File: config.mk
export PLATFORM = sky130hd
export DESIGN_NAME = clipped_alpha_blit_core
export DESIGN_NICKNAME = d
export VERILOG_FILES = /design/src/hw/rtl/cab_pkg.sv /design/src/hw/rtl/cab_mul.sv /design/src/hw/rtl/cab_pos.sv /design/src/hw/rtl/cab_seq.sv /design/src/hw/rtl/clipped_alpha_blit_core.sv
export SDC_FILE = /design/constraint.sdc
export NUM_CORES = 1
export LEC_CHECK = 0
export ABC_AREA = 0
export BUFFER_PORTS_ARGS = -buffer_cell sky130_fd_sc_hd__buf_2
export CAP_MARGIN = 20
export CORE_MARGIN = 3
export CORE_UTILIZATION = 65
export CTS_BUF_LIST = sky130_fd_sc_hd__clkbuf_8
export CTS_CLUSTER_DIAMETER = 60
export DETAILED_ROUTE_END_ITERATION = 8
export PLACE_DENSITY = 0.85
export SYNTH_ARGS = -nofsm -noshare
export SYNTH_HDL_FRONTEND = slang
export SYNTH_HIERARCHICAL = 1
export SYNTH_SLANG_ARGS = --single-unit
export TNS_END_PERCENT = 100
File: constraint.sdc
create_clock -name clock -period 18.8 [get_ports clock]
set_clock_uncertainty 0.15 [all_clocks]
set_input_delay 0.94 -clock clock [delete_from_list [all_inputs] [get_ports clock]]
set_output_delay 0.94 -clock clock [all_outputs]
set_load 0.01 [all_outputs]
File: src/hw/rtl/cab_pkg.sv
`timescale 1ns / 1ps

package cab_pkg;

   localparam int POS_W      = 13;  // pos_x / pos_y
   localparam int DIM_REG_W  = 12;  // size registers
   localparam int DIM_CALC_W = 13;  // holds any legal clamp limit
   localparam int FADE_W     = 9;
   localparam int CSR_W      = 13;  // widest register
   localparam int CSR_IDX_W  = 3;
   localparam int ADDR_W     = 22;
   localparam int PIX_W      = 32;
   localparam int CHAN_W     = 8;

   typedef enum logic [CSR_IDX_W-1:0] {
      CSR_POS_X,
      CSR_POS_Y,
      CSR_IMAGE_WIDTH,
      CSR_IMAGE_HEIGHT,
      CSR_SCREEN_WIDTH,
      CSR_SCREEN_HEIGHT,
      CSR_FADE_Q8,
      CSR_ALPHA_MODE
   } csr_idx_type;

   // multiplier schedule, issued in this order
   typedef enum logic [2:0] {
      OP_ADDR,
      OP_ALPHA,
      OP_R_SRC,
      OP_R_BACK,
      OP_G_SRC,
      OP_G_BACK,
      OP_B_SRC,
      OP_B_BACK
   } op_type;

   typedef enum logic [1:0] {
      ST_IDLE,
      ST_ISSUE,
      ST_DRAIN,
      ST_DONE
   } state_type;

   typedef struct packed {
      logic write_en;
      logic blend;
      logic last;
   } job_flags_type;

   // zero reads as one, anything above lim reads as lim
   function automatic logic [DIM_CALC_W-1:0] clamp_dim(input logic [DIM_REG_W-1:0] v,
                                                        input logic [DIM_CALC_W-1:0] lim);
      logic [DIM_CALC_W-1:0] ext;
      ext = {1'b0, v};
      if (ext == '0)
         return DIM_CALC_W'(1);
      else if (ext > lim)
         return lim;
      else
         return ext;
   endfunction

endpackage

File: src/hw/rtl/cab_mul.sv
`timescale 1ns / 1ps

module cab_mul #(
   parameter int W = 12
) (
   input  logic           clock,
   input  logic [W-1:0]   op_a,
   input  logic [W-1:0]   op_b,
   output logic [2*W-1:0] prod_ff
);

   logic [2*W-1:0] prod_in;

   assign prod_in = op_a * op_b;

   always_ff @(posedge clock) begin
      prod_ff <= prod_in;
   end

endmodule

File: src/hw/rtl/cab_pos.sv
`timescale 1ns / 1ps

module cab_pos #(
   parameter int MAX_DIM = 2048,
   localparam int CNT_W = $clog2(MAX_DIM),
   localparam int DIM_W = $clog2(MAX_DIM + 1)
) (
   input  logic                                 clock,
   input  logic                                 reset,
   input  logic                                 step,
   input  logic signed [cab_pkg::POS_W-1:0]     pos_x,
   input  logic signed [cab_pkg::POS_W-1:0]     pos_y,
   input  logic [DIM_W-1:0]                     img_w,
   input  logic [DIM_W-1:0]                     img_h,
   input  logic [DIM_W-1:0]                     scr_w,
   input  logic [DIM_W-1:0]                     scr_h,
   input  logic                                 enable,
   input  logic                                 blend_mode,
   output logic [CNT_W-1:0]                     x,
   output logic [CNT_W-1:0]                     y,
   output cab_pkg::job_flags_type               flags
);

   import cab_pkg::*;

   localparam int XY_W = ((CNT_W + 1 > POS_W) ? CNT_W + 1 : POS_W) + 1;

   logic [CNT_W-1:0]       col_ff, col_in;
   logic [CNT_W-1:0]       row_ff, row_in;
   logic signed [XY_W-1:0] xs, ys;
   logic                   on_screen, end_row, end_img;

   assign xs = XY_W'(pos_x) + XY_W'($signed({1'b0, col_ff}));
   assign ys = XY_W'(pos_y) + XY_W'($signed({1'b0, row_ff}));

   assign on_screen = !xs[XY_W-1] && !ys[XY_W-1] &&
                      ($unsigned(xs) < XY_W'(scr_w)) && ($unsigned(ys) < XY_W'(scr_h));

   // counters past a shrunken size count as at the end
   assign end_row = col_ff >= CNT_W'(img_w - DIM_W'(1));
   assign end_img = end_row && (row_ff >= CNT_W'(img_h - DIM_W'(1)));

   assign x = xs[CNT_W-1:0];
   assign y = ys[CNT_W-1:0];

   assign flags.write_en = on_screen && enable;
   assign flags.blend    = blend_mode;
   assign flags.last     = end_img;

   always_comb begin
      col_in = col_ff;
      row_in = row_ff;
      if (step) begin
         if (end_row) begin
            col_in = '0;
            row_in = end_img ? '0 : row_ff + CNT_W'(1);
         end else begin
            col_in = col_ff + CNT_W'(1);
         end
      end
   end

   always_ff @(posedge clock) begin
      if (reset) begin
         col_ff <= '0;
         row_ff <= '0;
      end else begin
         col_ff <= col_in;
         row_ff <= row_in;
      end
   end

endmodule

File: src/hw/rtl/cab_seq.sv
`timescale 1ns / 1ps

module cab_seq #(
   parameter int MAX_DIM = 2048,
   localparam int CNT_W = $clog2(MAX_DIM),
   localparam int DIM_W = $clog2(MAX_DIM + 1),
   localparam int MUL_W = (DIM_W > cab_pkg::FADE_W) ? DIM_W : cab_pkg::FADE_W
) (
   input  logic                            clock,
   input  logic                            reset,
   input  logic                            req_valid,
   output logic                            req_ready,
   input  logic [cab_pkg::PIX_W-1:0]       src,
   input  logic [cab_pkg::PIX_W-1:0]       back,
   input  cab_pkg::job_flags_type          flags,
   input  logic [CNT_W-1:0]                x,
   input  logic [CNT_W-1:0]                y,
   input  logic [DIM_W-1:0]                scr_w,
   input  logic [cab_pkg::FADE_W-1:0]      fade,
   output logic [MUL_W-1:0]                mul_a,
   output logic [MUL_W-1:0]                mul_b,
   input  logic [2*MUL_W-1:0]              mul_p,
   output logic                            rsp_valid,
   input  logic                            rsp_ready,
   output logic                            rsp_we,
   output logic [cab_pkg::ADDR_W-1:0]      rsp_addr,
   output logic [cab_pkg::PIX_W-1:0]       rsp_pix,
   output logic                            rsp_last
);

   import cab_pkg::*;

   localparam int PW = 2 * MUL_W;
   localparam int AW = (PW > ADDR_W) ? PW : ADDR_W;

   state_type             state_ff, state_in;
   op_type                op_ff, op_in, tag_ff, last_op;
   logic                  vld_ff, vld_in;
   logic                  start, issue, load;
   job_flags_type         flags_ff;
   logic [CNT_W-1:0]      x_ff, y_ff;
   logic [PIX_W-1:0]      src_ff, back_ff;
   logic [CHAN_W-1:0]     a_ff, acc_ff, alpha_cur;
   logic [FADE_W-1:0]     inv_alpha;
   logic [ADDR_W-1:0]     addr_ff;
   logic [PIX_W-1:0]      pix_ff;
   logic [AW-1:0]         addr_sum;
   logic [CHAN_W:0]       chan_sum;
   logic                  rsp_valid_ff, rsp_valid_in;
   logic                  rsp_we_ff, rsp_last_ff;
   logic [ADDR_W-1:0]     rsp_addr_ff;
   logic [PIX_W-1:0]      rsp_pix_ff;

   assign start   = req_valid && req_ready;
   assign last_op = flags_ff.blend ? OP_B_BACK : OP_ADDR;

   // alpha bypass straight from the product register on the first channel op
   assign alpha_cur = (vld_ff && tag_ff == OP_ALPHA) ? mul_p[15:8] : a_ff;
   assign inv_alpha = FADE_W'(9'd256 - {1'b0, alpha_cur});

   always_comb begin
      mul_a = '0;
      mul_b = '0;
      case (op_ff)
         OP_ADDR: begin
            mul_a = MUL_W'(y_ff);
            mul_b = MUL_W'(scr_w);
         end
         OP_ALPHA: begin
            mul_a = MUL_W'(src_ff[31:24]);
            mul_b = MUL_W'(fade);
         end
         OP_R_SRC: begin
            mul_a = MUL_W'(src_ff[23:16]);
            mul_b = MUL_W'(alpha_cur);
         end
         OP_R_BACK: begin
            mul_a = MUL_W'(back_ff[23:16]);
            mul_b = MUL_W'(inv_alpha);
         end
         OP_G_SRC: begin
            mul_a = MUL_W'(src_ff[15:8]);
            mul_b = MUL_W'(alpha_cur);
         end
         OP_G_BACK: begin
            mul_a = MUL_W'(back_ff[15:8]);
            mul_b = MUL_W'(inv_alpha);
         end
         OP_B_SRC: begin
            mul_a = MUL_W'(src_ff[7:0]);
            mul_b = MUL_W'(alpha_cur);
         end
         OP_B_BACK: begin
            mul_a = MUL_W'(back_ff[7:0]);
            mul_b = MUL_W'(inv_alpha);
         end
         default: ;
      endcase
   end

   always_comb begin
      state_in  = state_ff;
      op_in     = op_ff;
      req_ready = 1'b0;
      issue     = 1'b0;
      load      = 1'b0;
      unique case (state_ff)
         ST_IDLE: begin
            req_ready = 1'b1;
            op_in     = OP_ADDR;
            if (req_valid) begin
               state_in = flags.write_en ? ST_ISSUE : ST_DONE;
            end
         end
         ST_ISSUE: begin
            issue = 1'b1;
            if (op_ff == last_op) begin
               state_in = ST_DRAIN;
            end else begin
               op_in = op_type'(op_ff + 3'd1);
            end
         end
         ST_DRAIN: begin
            state_in = ST_DONE;
         end
         ST_DONE: begin
            if (!rsp_valid_ff || rsp_ready) begin
               load     = 1'b1;
               state_in = ST_IDLE;
            end
         end
         default: state_in = ST_IDLE;
      endcase
   end

   assign vld_in       = issue;
   assign rsp_valid_in = load ? 1'b1 : (rsp_ready ? 1'b0 : rsp_valid_ff);

   always_ff @(posedge clock) begin
      if (reset) begin
         state_ff     <= ST_IDLE;
         op_ff        <= OP_ADDR;
         vld_ff       <= 1'b0;
         rsp_valid_ff <= 1'b0;
      end else begin
         state_ff     <= state_in;
         op_ff        <= op_in;
         vld_ff       <= vld_in;
         rsp_valid_ff <= rsp_valid_in;
      end
   end

   assign addr_sum = AW'(mul_p) + AW'(x_ff);
   assign chan_sum = {1'b0, acc_ff} + mul_p[16:8];

   // job registers and product consume
   always_ff @(posedge clock) begin
      tag_ff <= op_ff;
      if (start) begin
         flags_ff <= flags;
         x_ff     <= x;
         y_ff     <= y;
         src_ff   <= src;
         back_ff  <= back;
         addr_ff  <= '0;
         pix_ff   <= (flags.write_en && !flags.blend) ? src : '0;
      end
      if (vld_ff) begin
         case (tag_ff)
            OP_ADDR:   addr_ff <= addr_sum[ADDR_W-1:0];
            OP_ALPHA:  a_ff <= mul_p[15:8];
            OP_R_SRC,
            OP_G_SRC,
            OP_B_SRC:  acc_ff <= mul_p[15:8];
            OP_R_BACK: pix_ff[23:16] <= chan_sum[CHAN_W-1:0];
            OP_G_BACK: pix_ff[15:8] <= chan_sum[CHAN_W-1:0];
            OP_B_BACK: pix_ff[7:0] <= chan_sum[CHAN_W-1:0];
            default: ;
         endcase
      end
      if (load) begin
         rsp_we_ff   <= flags_ff.write_en;
         rsp_addr_ff <= addr_ff;
         rsp_pix_ff  <= pix_ff;
         rsp_last_ff <= flags_ff.last;
      end
   end

   assign rsp_valid = rsp_valid_ff;
   assign rsp_we    = rsp_we_ff;
   assign rsp_addr  = rsp_addr_ff;
   assign rsp_pix   = rsp_pix_ff;
   assign rsp_last  = rsp_last_ff;

endmodule

File: src/hw/rtl/clipped_alpha_blit_core.sv
`timescale 1ns / 1ps
// Sequence: after the request beat the sequencer issues its multiplier products, drains the last one
//           and loads the result beat; a pixel that is not written goes straight to the result beat.
// One pixel in flight: no new request is taken until the result beat is loaded. One shared
// multiplier takes address, alpha and six channel products in turn (address only in solid mode).
// Reset (synchronous, active high): registers to their defaults, counters to 0, no beat pending.

module clipped_alpha_blit_core #(
   parameter int MAX_DIM = 2048
) (
   input  logic                          clock,
   input  logic                          reset,
   // request: [31:0] src_pixel, [63:32] back_pixel
   input  logic                          req_tvalid,
   output logic                          req_tready,
   input  logic [63:0]                   req_tdata,
   // response: [0] write_enable, [22:1] dest_address, [54:23] out_pixel, [55] zero
   output logic                          rsp_tvalid,
   input  logic                          rsp_tready,
   output logic [55:0]                   rsp_tdata,
   output logic                          rsp_tlast,   // last_pixel
   input  logic                          csr_we,
   input  logic [cab_pkg::CSR_IDX_W-1:0] csr_addr,
   input  logic [cab_pkg::CSR_W-1:0]     csr_wdata
);

   import cab_pkg::*;

   localparam int CNT_W = $clog2(MAX_DIM);
   localparam int DIM_W = $clog2(MAX_DIM + 1);
   localparam int MUL_W = (DIM_W > FADE_W) ? DIM_W : FADE_W;
   localparam logic [DIM_CALC_W-1:0] DIM_LIM = DIM_CALC_W'(MAX_DIM);

   // configuration registers
   logic signed [POS_W-1:0] pos_x_ff, pos_y_ff;
   logic [DIM_REG_W-1:0]    img_w_ff, img_h_ff, scr_w_ff, scr_h_ff;
   logic [FADE_W-1:0]       fade_ff;
   logic                    alpha_mode_ff;

   always_ff @(posedge clock) begin
      if (reset) begin
         pos_x_ff      <= '0;
         pos_y_ff      <= '0;
         img_w_ff      <= DIM_REG_W'(1);
         img_h_ff      <= DIM_REG_W'(1);
         scr_w_ff      <= DIM_REG_W'(1);
         scr_h_ff      <= DIM_REG_W'(1);
         fade_ff       <= FADE_W'(256);
         alpha_mode_ff <= 1'b0;
      end else if (csr_we) begin
         unique case (csr_idx_type'(csr_addr))
            CSR_POS_X:         pos_x_ff      <= csr_wdata[POS_W-1:0];
            CSR_POS_Y:         pos_y_ff      <= csr_wdata[POS_W-1:0];
            CSR_IMAGE_WIDTH:   img_w_ff      <= csr_wdata[DIM_REG_W-1:0];
            CSR_IMAGE_HEIGHT:  img_h_ff      <= csr_wdata[DIM_REG_W-1:0];
            CSR_SCREEN_WIDTH:  scr_w_ff      <= csr_wdata[DIM_REG_W-1:0];
            CSR_SCREEN_HEIGHT: scr_h_ff      <= csr_wdata[DIM_REG_W-1:0];
            CSR_FADE_Q8:       fade_ff       <= csr_wdata[FADE_W-1:0];
            CSR_ALPHA_MODE:    alpha_mode_ff <= csr_wdata[0];
            default: ;
         endcase
      end
   end

   // sizes clamped to 1..MAX_DIM; fade above 1.0 saturates (bit 8 set means >= 256)
   logic [DIM_W-1:0]  img_w, img_h, scr_w, scr_h;
   logic [FADE_W-1:0] fade_sat;
   logic              enable;

   assign img_w    = DIM_W'(clamp_dim(img_w_ff, DIM_LIM));
   assign img_h    = DIM_W'(clamp_dim(img_h_ff, DIM_LIM));
   assign scr_w    = DIM_W'(clamp_dim(scr_w_ff, DIM_LIM));
   assign scr_h    = DIM_W'(clamp_dim(scr_h_ff, DIM_LIM));
   assign fade_sat = fade_ff[FADE_W-1] ? FADE_W'(256) : fade_ff;
   // zero fade in alpha mode suppresses all writes
   assign enable   = !(alpha_mode_ff && fade_sat == '0);

   logic                req_accept;
   logic [CNT_W-1:0]    pix_x, pix_y;
   job_flags_type       flags;
   logic [MUL_W-1:0]    mul_a, mul_b;
   logic [2*MUL_W-1:0]  mul_p;
   logic                rsp_we;
   logic [ADDR_W-1:0]   rsp_addr;
   logic [PIX_W-1:0]    rsp_pix;

   assign req_accept = req_tvalid && req_tready;

   // raster counters and clipping; advance once per request beat
   cab_pos #(.MAX_DIM(MAX_DIM)) u_pos (
      .clock      (clock),
      .reset      (reset),
      .step       (req_accept),
      .pos_x      (pos_x_ff),
      .pos_y      (pos_y_ff),
      .img_w      (img_w),
      .img_h      (img_h),
      .scr_w      (scr_w),
      .scr_h      (scr_h),
      .enable     (enable),
      .blend_mode (alpha_mode_ff),
      .x          (pix_x),
      .y          (pix_y),
      .flags      (flags)
   );

   // the one shared multiplier, product registered
   cab_mul #(.W(MUL_W)) u_mul (
      .clock   (clock),
      .op_a    (mul_a),
      .op_b    (mul_b),
      .prod_ff (mul_p)
   );

   // sequencer: schedules products, accumulates channels, holds the result beat
   cab_seq #(.MAX_DIM(MAX_DIM)) u_seq (
      .clock     (clock),
      .reset     (reset),
      .req_valid (req_tvalid),
      .req_ready (req_tready),
      .src       (req_tdata[31:0]),
      .back      (req_tdata[63:32]),
      .flags     (flags),
      .x         (pix_x),
      .y         (pix_y),
      .scr_w     (scr_w),
      .fade      (fade_sat),
      .mul_a     (mul_a),
      .mul_b     (mul_b),
      .mul_p     (mul_p),
      .rsp_valid (rsp_tvalid),
      .rsp_ready (rsp_tready),
      .rsp_we    (rsp_we),
      .rsp_addr  (rsp_addr),
      .rsp_pix   (rsp_pix),
      .rsp_last  (rsp_tlast)
   );

   assign rsp_tdata = {1'b0, rsp_pix, rsp_addr, rsp_we};

   // one pixel in flight: ready drops right after a request beat
   a_one_in_flight: assert property (@(posedge clock) disable iff (reset)
      req_tvalid && req_tready |=> !req_tready)
      else $error("request accepted while a pixel is in flight");

   // unwritten pixels carry zero address and data
   a_unwritten_zero: assert property (@(posedge clock) disable iff (reset)
      rsp_tvalid && !rsp_tdata[0] |-> rsp_tdata[55:1] == '0)
      else $error("unwritten pixel with nonzero address or data");

   // a new result beat only appears while no request can be taken
   a_rsp_rise_busy: assert property (@(posedge clock) disable iff (reset)
      $rose(rsp_tvalid) |-> $past(!req_tready))
      else $error("result beat raised from idle");

endmodule

==> impl_results.md, run 1 <==
- Largest net degree at the start of global routing: 79
- Pre-antenna DRT Iters: 7
- Sw Ratio: 36.3%
- Gr ovfl total: 0
- Routed wl met3: 3.97 mm
- Mapped Avg Cell Area: 9.78 sq um
- Core ar.: 31800 sq um
- Port-buffer cells: 134
- Filler instances: 2151
- Total Neg Setup Slack: 0 ns
- Detail Route Antenna Nets: 0
- WL met2: 23.7 mm
- Psw: 958 uW
- Critical path required time: 19.11 ns
- CTS max path bufs: 3
- CP peak stage delay: 0.96 ns
- Tcrit/Tclk final: 43.7%
- Comb pwr share: 35.0%
- Layout Cells excl Fill: 2749
- Max-slew violations: 0
- Hold Buf Count CTS: 0
- Vias: 16300
- Vias in the first global route: 16100
- CTS root buf: clkbuf_8
- Leak: 0.00987 uW
- Maximum clock rate: 0.122 GHz
- Final wirelength: 49.3 mm
- NumNets Final: 2613
- Initial antenna violation count: 2
- Highest metal used: met4
- Final GP Congestion: 0.916
- Wire length on met1: 19.8 mm
- Slowest CP cell: and4bb_1
- Std-Cell Rows: 65
- Die Ht: 186 microns
- Clk pwr share: 25.5%
- Worst-margin pin slew: 1.09 ns
- Yosys Warn Count: 6
- Pwr/cell area: 114 nW/um^2
- RSZ-0062 raised after global routing: no
- Area grow syn2layout: 9.82%
- Layout cells sized above 1: 12.1%
- Seq pwr share: 39.5%
- Starting density of the core: 66.4%
- Worst slew margin: 27.1%
- Setup bufs post-CTS: 0
- Worst setup SP type: register
- Worst hold path class: register to register
- Die W: 186 microns
- Clk slew on worst S/H paths: 0.07 ns
- VDD IR max: 0.0657 mV
- Worst hold slack: 0.269 ns
- HPWL after detailed placement: 36.4 mm
- IO Count: 144
- Max Cap Violations: 0
- Synth Net Count: 2506
- CTS resizes: 0
- Routed len/inst: 17.9 microns
- First-pass GRT wire length: 79.3 mm
- Vias per cell: 5.92
- Crit-path max FO: 26
- GRT Util Overall: 27.6%
- Worst skew pair latency: 0.61 ns
- Status: complete, no violations
- Critical path arrival: 8.53 ns
- Hold Vio Cnt, Final: 0
- CTS tree: built
- Detailed Route Iter0 Violations: 1334
- CTS H-tree depth: 2
- Die ar.: 34700 sq um
- Placed insts: 2647
- Setup crit end kind: register
- Cts bufs inserted: 52
- Mapped Area: 21100 sq um
- Mapped Cells: 2160
- Final min period: 8.22 ns
- DRC errors left: 0
- Critical path type: register to register
- CTS sink cnt: 345
- P_int: 1680 uW
- Final setup vio count: 0
final timing paths:
kind | end | from | depth (start not counted) | slack [ns]
setup reg to reg | u_mul/prod_ff[17] | u_seq/tag_ff[0] | 25 | 10.58
hold reg to reg | u_seq/rsp_last | u_seq/flags_ff[0] | 0 | 0.27
hold / removal | u_seq/rsp_last | u_seq/flags_ff[0] | 0 | 0.27
setup / recovery | u_mul/prod_ff[17] | u_seq/tag_ff[0] | 25 | 10.58
routing by layer:
| layer | GRT usage (%) | vias up |
|---|---|---|
| li1 | - | 7670 |
| met1 | 35.1 | 7700 |
| met2 | 47.2 | 771 |
| met3 | 5.22 | 144 |
| met4 | 10.8 | 0 |
| met5 | 0 | - |
power groups by stage:
stage | Combinational [uW] | Sequential, uW | Clock (uW)
after CTS | 908 | 1040 | 681
after detailed placement | 898 | 1050 | 0
final | 923 | 1040 | 672
after floorplan | 671 | 1030 | 0
after global routing | 1030 | 1050 | 713
after global placement | 862 | 1040 | 0
stage by stage:
stage | worst slack, ns | total power [uW] | utilization [%] | instance area [sq um]
final | 10.58 | 2630 | 73.0 | 23200
after CTS | 10.72 | 2630 | 72.9 | 23200
after floorplan | 12.15 | 1700 | - | 21100
after detailed placement | 10.78 | 1950 | 69.2 | 22000
after global routing | 10.13 | 2790 | 73.0 | 23200
after global placement | 10.88 | 1910 | 69.2 | 22000
worst max-delay path, delay by kind of cell (launching register included):
kind                     cells  cell delay, ns
multiplexers                 2            0.62
adder cells (fa/ha/maj)      7            3.28
AO/OA/AOI/OAI                6            1.80
XOR/XNOR                     2            0.30
AND/OR/NAND/NOR              3            1.24
flip-flops                   1            0.44
buffers and inverters        5            0.24
placed cells by master (no fill, tap or decap), types with 7 or more instances in the layout:
master    count
nand3b_1      7
dfxtp_1     184
o21a_1       14
mux2_2        9
ha_1        158
buf_4        14
a41oi_1       9
clkinv_2     12
mux2i_1      14
a31oi_1      12
inv_1       197
a221oi_1     29
o21ai_1      15
edfxtp_1    161
o21ai_0      47
a21o_1       18
clkbuf_8     66
a22oi_1       8
xor2_1       28
nor3_1       24
and3_1       15
fa_1        103
a211oi_1     16
a22o_1        7
o31ai_1       8
xnor2_1      60
nor4_1       13
and2_1       75
nand2_1     342
nand4_1      11
nor2b_1      65
nand3_1      35
buf_2       135
a222oi_1     10
nand2b_1     20
a21oi_1     155
nor2_1      101
sequential cells by signal, indices dropped and copies added, names as in the netlist, 13 cells and up:
register,cells
u_seq/addr_ff,22
u_seq/pix_ff,32
u_seq/rsp_pix,32
u_mul/prod_ff,22
pos_y_ff,13
u_seq/back_ff,24
u_seq/rsp_addr,22
pos_x_ff,13
u_seq/src_ff,32
area by class of cell:
cell class	count	area, sq um	area share [%]
Antenna cell	3	7.51	0.0324
Clock buffer	66	908	3.91
Clock inverter	32	267	1.15
Inverter	188	707	3.05
Multi-Input combinational cell	1531	11500	49.4
Sequential cell	345	8520	36.7
Tap cell	435	544	2.35
Timing Repair Buffer	149	781	3.36
No activity file was read; power rests on OpenSTA's default activity.
==> run 2, diff against run 1 <==
--- a/config.mk
+++ b/config.mk
@@ -5,15 +5,15 @@
 export SDC_FILE = /design/constraint.sdc
 export NUM_CORES = 1
 export LEC_CHECK = 0
-export ABC_AREA = 0
+export ABC_AREA = 1
 export BUFFER_PORTS_ARGS = -buffer_cell sky130_fd_sc_hd__buf_2
 export CAP_MARGIN = 20
 export CORE_MARGIN = 3
-export CORE_UTILIZATION = 65
+export CORE_UTILIZATION = 58
 export CTS_BUF_LIST = sky130_fd_sc_hd__clkbuf_8
 export CTS_CLUSTER_DIAMETER = 60
 export DETAILED_ROUTE_END_ITERATION = 8
-export PLACE_DENSITY = 0.85
+export PLACE_DENSITY = 0.8
 export SYNTH_ARGS = -nofsm -noshare
 export SYNTH_HDL_FRONTEND = slang
 export SYNTH_HIERARCHICAL = 1
==> constraint.sdc (replaced) <==
create_clock -name clock -period 7.4 [get_ports clock]
set_clock_uncertainty 0.15 [all_clocks]
set_input_delay 0.37 -clock clock [delete_from_list [all_inputs] [get_ports clock]]
set_output_delay 0.37 -clock clock [all_outputs]
set_load 0.01 [all_outputs]
==> impl_results.md, run 2 <==
- Status: complete, no violations
- Design Power: 6970 uW (+160%)
- HPWL after detailed placement: 39.8 mm (+9.4%)
- Filler instances: 2939 (+37%)
- Vias per cell: 5.40 (-8.9%)
- Pwr/cell area: 279 nW/um^2 (+150%)
- Tcrit/Tclk final: 90.9% (+47 points)
- IO Count: 144 (unchanged)
- Final setup vio count: 0 (unchanged)
- Critical path arrival: 7.08 ns (-1.45 ns)
- First-pass GRT wire length: 90.0 mm (+14%)
- Mapped Cells: 2680 (+24%)
- CTS sink cnt: 345 (unchanged)
- Pre-antenna DRT Iters: 5 (-2)
- Final GP Congestion: 0.911 (-0.59%)
- GRT Util Overall: 27.1% (-0.51 points)
- RSZ-0062 raised after global routing: no
- Final min period: 6.73 ns (-1.49 ns)
- Commonest cells after routing, fill and taps aside: 619 x nand2_1, 446 x inv_1, 272 x nor2_1
- VDD IR max: 0.209 mV (+220%)
- Initial antenna violation count: 0 (-2)
- Leak: 0.0122 uW (+24%)
- Vias in the first global route: 18200 (+13%)
- WL met2: 26.7 mm (+12%)
- Worst slew margin: 24.0% (-3.1 points)
- Area grow syn2layout: 12.7%
- Synth Net Count: 3026 (+21%)
- Die ar.: 40600 sq um (+17%)
- Crit-path max FO: 12 (-54%)
- CP peak stage delay: 0.55 ns (-0.41 ns)
- Core ar.: 37100 sq um (+17%)
- Routed wl met3: 3.77 mm (-5.2%)
- Maximum clock rate: 0.149 GHz (+22%)
- Die Ht: 202 microns (+8.2%)
- Final wirelength: 55.1 mm (+12%)
- Total Neg Setup Slack: 0 ns (unchanged)
- Worst hold path class: input pin to register
- Detail Route Antenna Nets: 0 (unchanged)
- Detailed Route Iter0 Violations: 1591 (+19%)
- Highest metal used: met4
- Comb pwr share: 38.0% (+3.0 points)
- Slowest CP cell: fa_1
- Critical path required time: 7.75 ns (-11.36 ns)
- P_int: 4250 uW (+150%)
- NumNets Final: 3221 (+23%)
- Hold Vio Cnt, Final: 0 (unchanged)
- Critical path type: register to register
- CTS H-tree depth: 2 (unchanged)
- CTS root buf: clkbuf_8
- Mapped Area: 22200 sq um (+5.0%)
- Worst-margin pin slew: 1.14 ns (+0.0471 ns)
- Psw: 2720 uW (+180%)
- Max Cap Violations: 0 (unchanged)
- Vias: 18500 (+13%)
- Clk slew on worst S/H paths: 0.07 ns (about the same)
- CTS max path bufs: 3 (unchanged)
- Clk pwr share: 23.6% (-1.9 points)
- Layout cells sized above 1: 11.3% (-0.74 points)
- DRC errors left: 0 (unchanged)
- Worst skew pair latency: 0.61 ns (about the same)
- Gr ovfl total: 0 (unchanged)
- Die W: 202 microns (+8.2%)
- Seq pwr share: 38.4% (-1.1 points)
- Largest net degree at the start of global routing: 84 (+6.3%)
- Most Frequent Cell on Critical Path: inv_1
- Std-Cell Rows: 70 (+7.7%)
- Setup crit end kind: register
- Port-buffer cells: 134 (unchanged)
- Cts bufs inserted: 54 (+3.8%)
- Wire length on met1: 22.4 mm (+13%)
- Most common cell after layout, fill and taps aside: nand2_1
- Sw Ratio: 39.0% (+2.6 points)
- Routed len/inst: 16.1 microns (-10%)
- Worst setup SP type: register
- Starting density of the core: 59.7% (-6.7 points)
- Diodes inserted: 0 (-3)
- CTS tree: built
- CTS resizes: 0 (unchanged)
- Mapped Avg Cell Area: 8.27 sq um (-15%)
- Max-slew violations: 0 (unchanged)
- Yosys Warn Count: 6 (unchanged)
run 2: cell type report:
class | instances | area [sq um] | share of cell area [%]
Tap cell | 504 | 631 | 2.52
Sequential cell | 345 | 8520 | 34.1
Clock inverter | 36 | 223 | 0.891
Inverter | 450 | 1690 | 6.77
Clock buffer | 66 | 908 | 3.63
Multi-Input combinational cell | 1809 | 11600 | 46.3
Timing Repair Buffer | 215 | 1440 | 5.75
run 2: power by group through the flow:
| stage | logic (uW) | clock network [uW] | registers [uW] |
|---|---|---|---|
| 2_1_floorplan | 1910 | 0 | 2660 |
| 3_3_place_gp | 2480 | 0 | 2690 |
| 3_5_place_dp | 2570 | 0 | 2700 |
| 4_1_cts | 2620 | 1650 | 2660 |
| 5_1_grt | 3000 | 1760 | 2710 |
| 6_report | 2650 | 1650 | 2680 |
run 2: what timing repair did:
item / in CTS / in global routing
hold buffers: 63 / 0
setup endpoints to repair: 0 / 0
buffers inserted: 0 / 0
hold endpoints to repair: 101 / 0
run 2: critical path, delay by kind of cell (launching register included):
| kind | cells | cell delay, ns |
|---|---|---|
| adders and majority gates | 8 | 3.55 |
| and+or+nand+nor | 10 | 1.46 |
| buffers and inverters | 8 | 0.67 |
| AOI/OAI and AO/OA | 2 | 0.40 |
| DFF | 1 | 0.37 |
run 2: path summary, 6_finish.rpt:
path | startpoint | to | slack, ns | cells after the start
setup / recovery | u_seq/op_ff[1] | u_mul/prod_ff[21] | 0.67 | 28
hold / removal | csr_wdata[6] | pos_x_ff[6] | 0.03 | 3
setup reg to reg | u_seq/op_ff[1] | u_mul/prod_ff[21] | 0.67 | 28
hold reg to reg | u_seq/pix_ff[29] | u_seq/rsp_pix[29] | 0.27 | 0
run 2: metal layers:
metal | GRT usage, % | vias to the layer above
met5 | 0 | -
met4 | 10.9 | 0
met3 | 3.06 | 147
met2 | 46.9 | 699
met1 | 35.0 | 8673
li1 | - | 8962
run 2: metrics by stage:
step	std cells	utilization (%)	setup slack [ns]	hold slack [ns]	area [sq um]
finish	3425	67.3	0.674	0.0287	25000
global route	3425	67.3	0.316	0.00800	25000
CTS	3423	67.3	0.779	0.00298	25000
detailed placement	3258	62.5	0.791	0.255	23200
global placement	3258	62.5	0.969	0.250	23200
floorplan	2680	-	1.35	0.234	22200
